**config.mk**
```make
export PLATFORM = sky130hd
export DESIGN_NAME = salct_ram
export DESIGN_NICKNAME = d
export VERILOG_FILES = /design/src/salct_ram.sv
export SDC_FILE = /design/constraint.sdc
export NUM_CORES = 1
export LEC_CHECK = 0
export BUFFER_PORTS_ARGS = -buffer_cell sky130_fd_sc_hd__buf_2
export CORE_MARGIN = 8
export CORE_UTILIZATION = 45
export DETAILED_ROUTE_END_ITERATION = 16
export PLACE_DENSITY = 0.71
export SLEW_MARGIN = 40
export SYNTH_ARGS = -nofsm -noshare
export SYNTH_HDL_FRONTEND = slang
export SYNTH_SLANG_ARGS = --single-unit
```
**constraint.sdc**
```tcl
create_clock -name i_clk -period 2.7 [get_ports i_clk]
set_clock_uncertainty 0.2 [all_clocks]
set_input_delay 0.405 -clock i_clk [delete_from_list [all_inputs] [get_ports i_clk]]
set_output_delay 0.405 -clock i_clk [all_outputs]
set_load 0.01 [all_outputs]
```
**src/salct_ram.sv**
```systemverilog
module salct_ram #(
    parameter int WIDTH = 8,
    parameter int DEPTH = 16
) (
    input  logic                     i_clk,
    input  logic                     i_we,
    input  logic [$clog2(DEPTH)-1:0] i_waddr,
    input  logic [WIDTH-1:0]         i_wdata,
    input  logic [$clog2(DEPTH)-1:0] i_raddr,
    output logic [WIDTH-1:0]         o_rdata
);

    logic [WIDTH-1:0] mem [DEPTH];
    logic [WIDTH-1:0] r_rdata;

    always_ff @(posedge i_clk) begin
        if (i_we) begin
            mem[i_waddr] <= i_wdata;
        end
        r_rdata <= mem[i_raddr];
    end

    assign o_rdata = r_rdata;

endmodule

```
==> impl_metrics.json <==
{
  "outcome": "completed",
  "nNetsFinal": 298,
  "hold_end": "mem[6][4]$_DFFE_PP_",
  "final_area_um2": 6150,
  "grt_first_pass_wirelength_mm": 15.1,
  "clock_path_buffers": 2,
  "ant_nets": 0,
  "switching_share_pct": 20.0,
  "grt_pass1_vias": 2511,
  "rr_startpoint": "mem[5][3]$_DFFE_PP_",
  "synth_top_area_share_pct": 74.7,
  "synth-main-ff-cell": "edfxtp_1",
  "fmax_mhz": 611,
  "dp_hpwl_mm": 6.22,
  "yosys_warnings": 0,
  "clock_latency_ns": 0.42,
  "holdPathStages": 1,
  "synth_cell_types": 19,
  "pin_count": 26,
  "cp-start-kind": "primary input",
  "die_height_um": 123,
  "cts_setup_buffers": 0,
  "synth_cells": 229,
  "worst_pin_slew_ns": 0.793,
  "rsz0062_at_grt": "false",
  "syn_nets": 247,
  "yosysTopAreaCell": "edfxtp_1",
  "critical_path_class": "primary input to register",
  "num_vias": 2474,
  "cts_resized": 0,
  "pwr-share-seq_pct": 47.5,
  "cts_root_buf": "clkbuf_16",
  "finalSetupViolations": 0,
  "syn_to_final_growth_pct": 19.4,
  "initial_utilization_pct": 45.7,
  "leakage_nw": 2.09,
  "fin_crit_ns": 1.64,
  "p_per_area_nw_per_um2": 814,
  "synth_edf_count": 128,
  "die_w_um": 123,
  "async_reset_ff_share_pct": 0,
  "die_area_um2": 15100,
  "synth_common_cells": "128 x edfxtp_1, 18 x mux4_2, 16 x a22oi_1",
  "worst-r2r-cell-count": 3,
  "clock_sinks": 136,
  "crit_arrival_ns": 1.73,
  "io_buffers": 25,
  "worst_r2r_endpoint": "o_rdata[3]$_DFF_P_",
  "syn-cell-area_um2": 5150,
  "fin_tns_setup_ns": 0,
  "max_slew_margin_pct": 47.0,
  "dpl_cell_area_um2": 5520,
  "ctsHoldBuffers": 0,
  "yosysMostFrequentCell": "edfxtp_1",
  "hold_violations": 0,
  "placement_rows": 39,
  "clockPowerShare_pct": 48.1,
  "antenna_found_initial": 0,
  "drv_slew": 0,
  "overflow": 0,
  "ys_top_cells_by_area": "edfxtp_1 75%, mux4_2 7.9%, mux4_1 7.1%",
  "vdd_ir_drop_max_v": 0.000410,
  "wl_mm": 10.1,
  "drive_above_1_share_pct": 31.1,
  "cts_tree": "yes",
  "hold_start": "i_wdata[4]",
  "final_util_pct": 54.5,
  "min_path_type": "primary input to register",
  "cts_made_buffers": 17,
  "grt_usage_pct": 14.4,
  "drc_errors": 0,
  "antennaDiodeCount": 0,
  "core_area_um2": 11300,
  "routabilityCongestion": 0.732,
  "worstSetupEndpointType": "register",
  "htreeDepth": 4,
  "wl_per_cell_um": 23.2,
  "critPathRequiredTime_ns": 2.79,
  "avgViaCountPerCell": 5.67,
  "cp_max_fo": 32,
  "clkTransAtPathRegs_ns": 0.06,
  "regToRegSetupSlack_ns": 1.16,
  "synth-seq-area-share_pct": 77.8,
  "max_cap_viol_count": 0,
  "drt_iter0_drc": 193,
  "pwr-share-comb_pct": 4.5,
  "p_int_mw": 4.00,
  "min_period_over_period_pct": 60.6,
  "power_mw": 5.00,
  "synth_seq_cells": 136,
  "synth.avg_cell_area_um2": 22.5,
  "grt_max_degree": 33,
  "drt-pass1-iter-count": 5,
  "switchingPower_mw": 1.00
}
critical path, stage by stage:
cell and delay [ns]:
buf_2 0.10, buf_12 0.24, mux4_1 0.62, a22oi_1 0.24, nand2_1 0.09
placed cells by master, fill, tap and decap left out, types with 2 or more instances in the layout:
cell type / instances
buf_2: 25
nand3b_1: 2
dfxtp_1: 8
nand2_1: 9
clkinvlp_4: 3
nor2_1: 13
edfxtp_1: 128
bufinv_16: 4
buf_12: 2
clkinv_4: 5
a22oi_1: 16
mux4_1: 14
buf_4: 15
nor3_1: 4
mux4_2: 18
nand2b_1: 2
clkbuf_16: 17
clkinv_1: 2
metal layers:
layer	part of all wire, %	track usage (%)	up-vias
met5	0	0	-
met4	1.6	6.25	0
met3	7.4	4.84	13
met2	47	21.6	105
met1	44	19.0	1279
li1	-	-	1077
power groups by stage:
stage	logic, mW	registers, mW	clock network (mW)
2_1_floorplan	0.120	2.42	0
4_1_cts	0.227	2.38	2.42
3_3_place_gp	0.219	2.42	0
3_5_place_dp	0.226	2.42	0
5_1_grt	0.241	2.38	2.52
6_report	0.224	2.37	2.40
cell families after synthesis:
group                  share of synthesized area (%)
AOI/OAI and AO/OA                               2.33
buffers and inverters                           1.68
DFF                                             77.8
muxes                                           15.0
and+or+nand+nor                                 3.18
area by class of cell:
type	count	area, um2
repair buffers	42	278
flip-flops and latches	136	4000
multi-input cells	83	1060
clock buffers	17	425
fillers	833	5130
well taps	143	179
clock inverters	15	203
state kept, by name (all words and copies together) (netlist names):
register,flops
mem,128
o_rdata,8
how the worst max path moves through the flow:
stage	from	endpoint	slack (ns)	depth (start not counted)
detailed placement	i_raddr[0]	o_rdata[5]$_DFF_P_	0.63	5
global placement	i_raddr[0]	o_rdata[5]$_DFF_P_	0.64	5
CTS	i_raddr[0]	o_rdata[5]$_DFF_P_	1.07	5
finish	i_raddr[0]	o_rdata[3]$_DFF_P_	1.06	5
global route	i_raddr[0]	o_rdata[5]$_DFF_P_	0.98	5
floorplan	i_waddr[2]	mem[0][0]$_DFFE_PP_	0.60	2
through the flow:
| stage | cells | setup WS, ns | hold WS (ns) |
|---|---|---|---|
| floorplan | 229 | 0.602 | 0.304 |
| global placement | 404 | 0.639 | 0.446 |
| CTS | 436 | 1.07 | 0.162 |
| detailed placement | 404 | 0.632 | 0.449 |
| global route | 436 | 0.982 | 0.166 |
| finish | 436 | 1.06 | 0.169 |
Note: power is estimated with default switching activity, not from simulation.
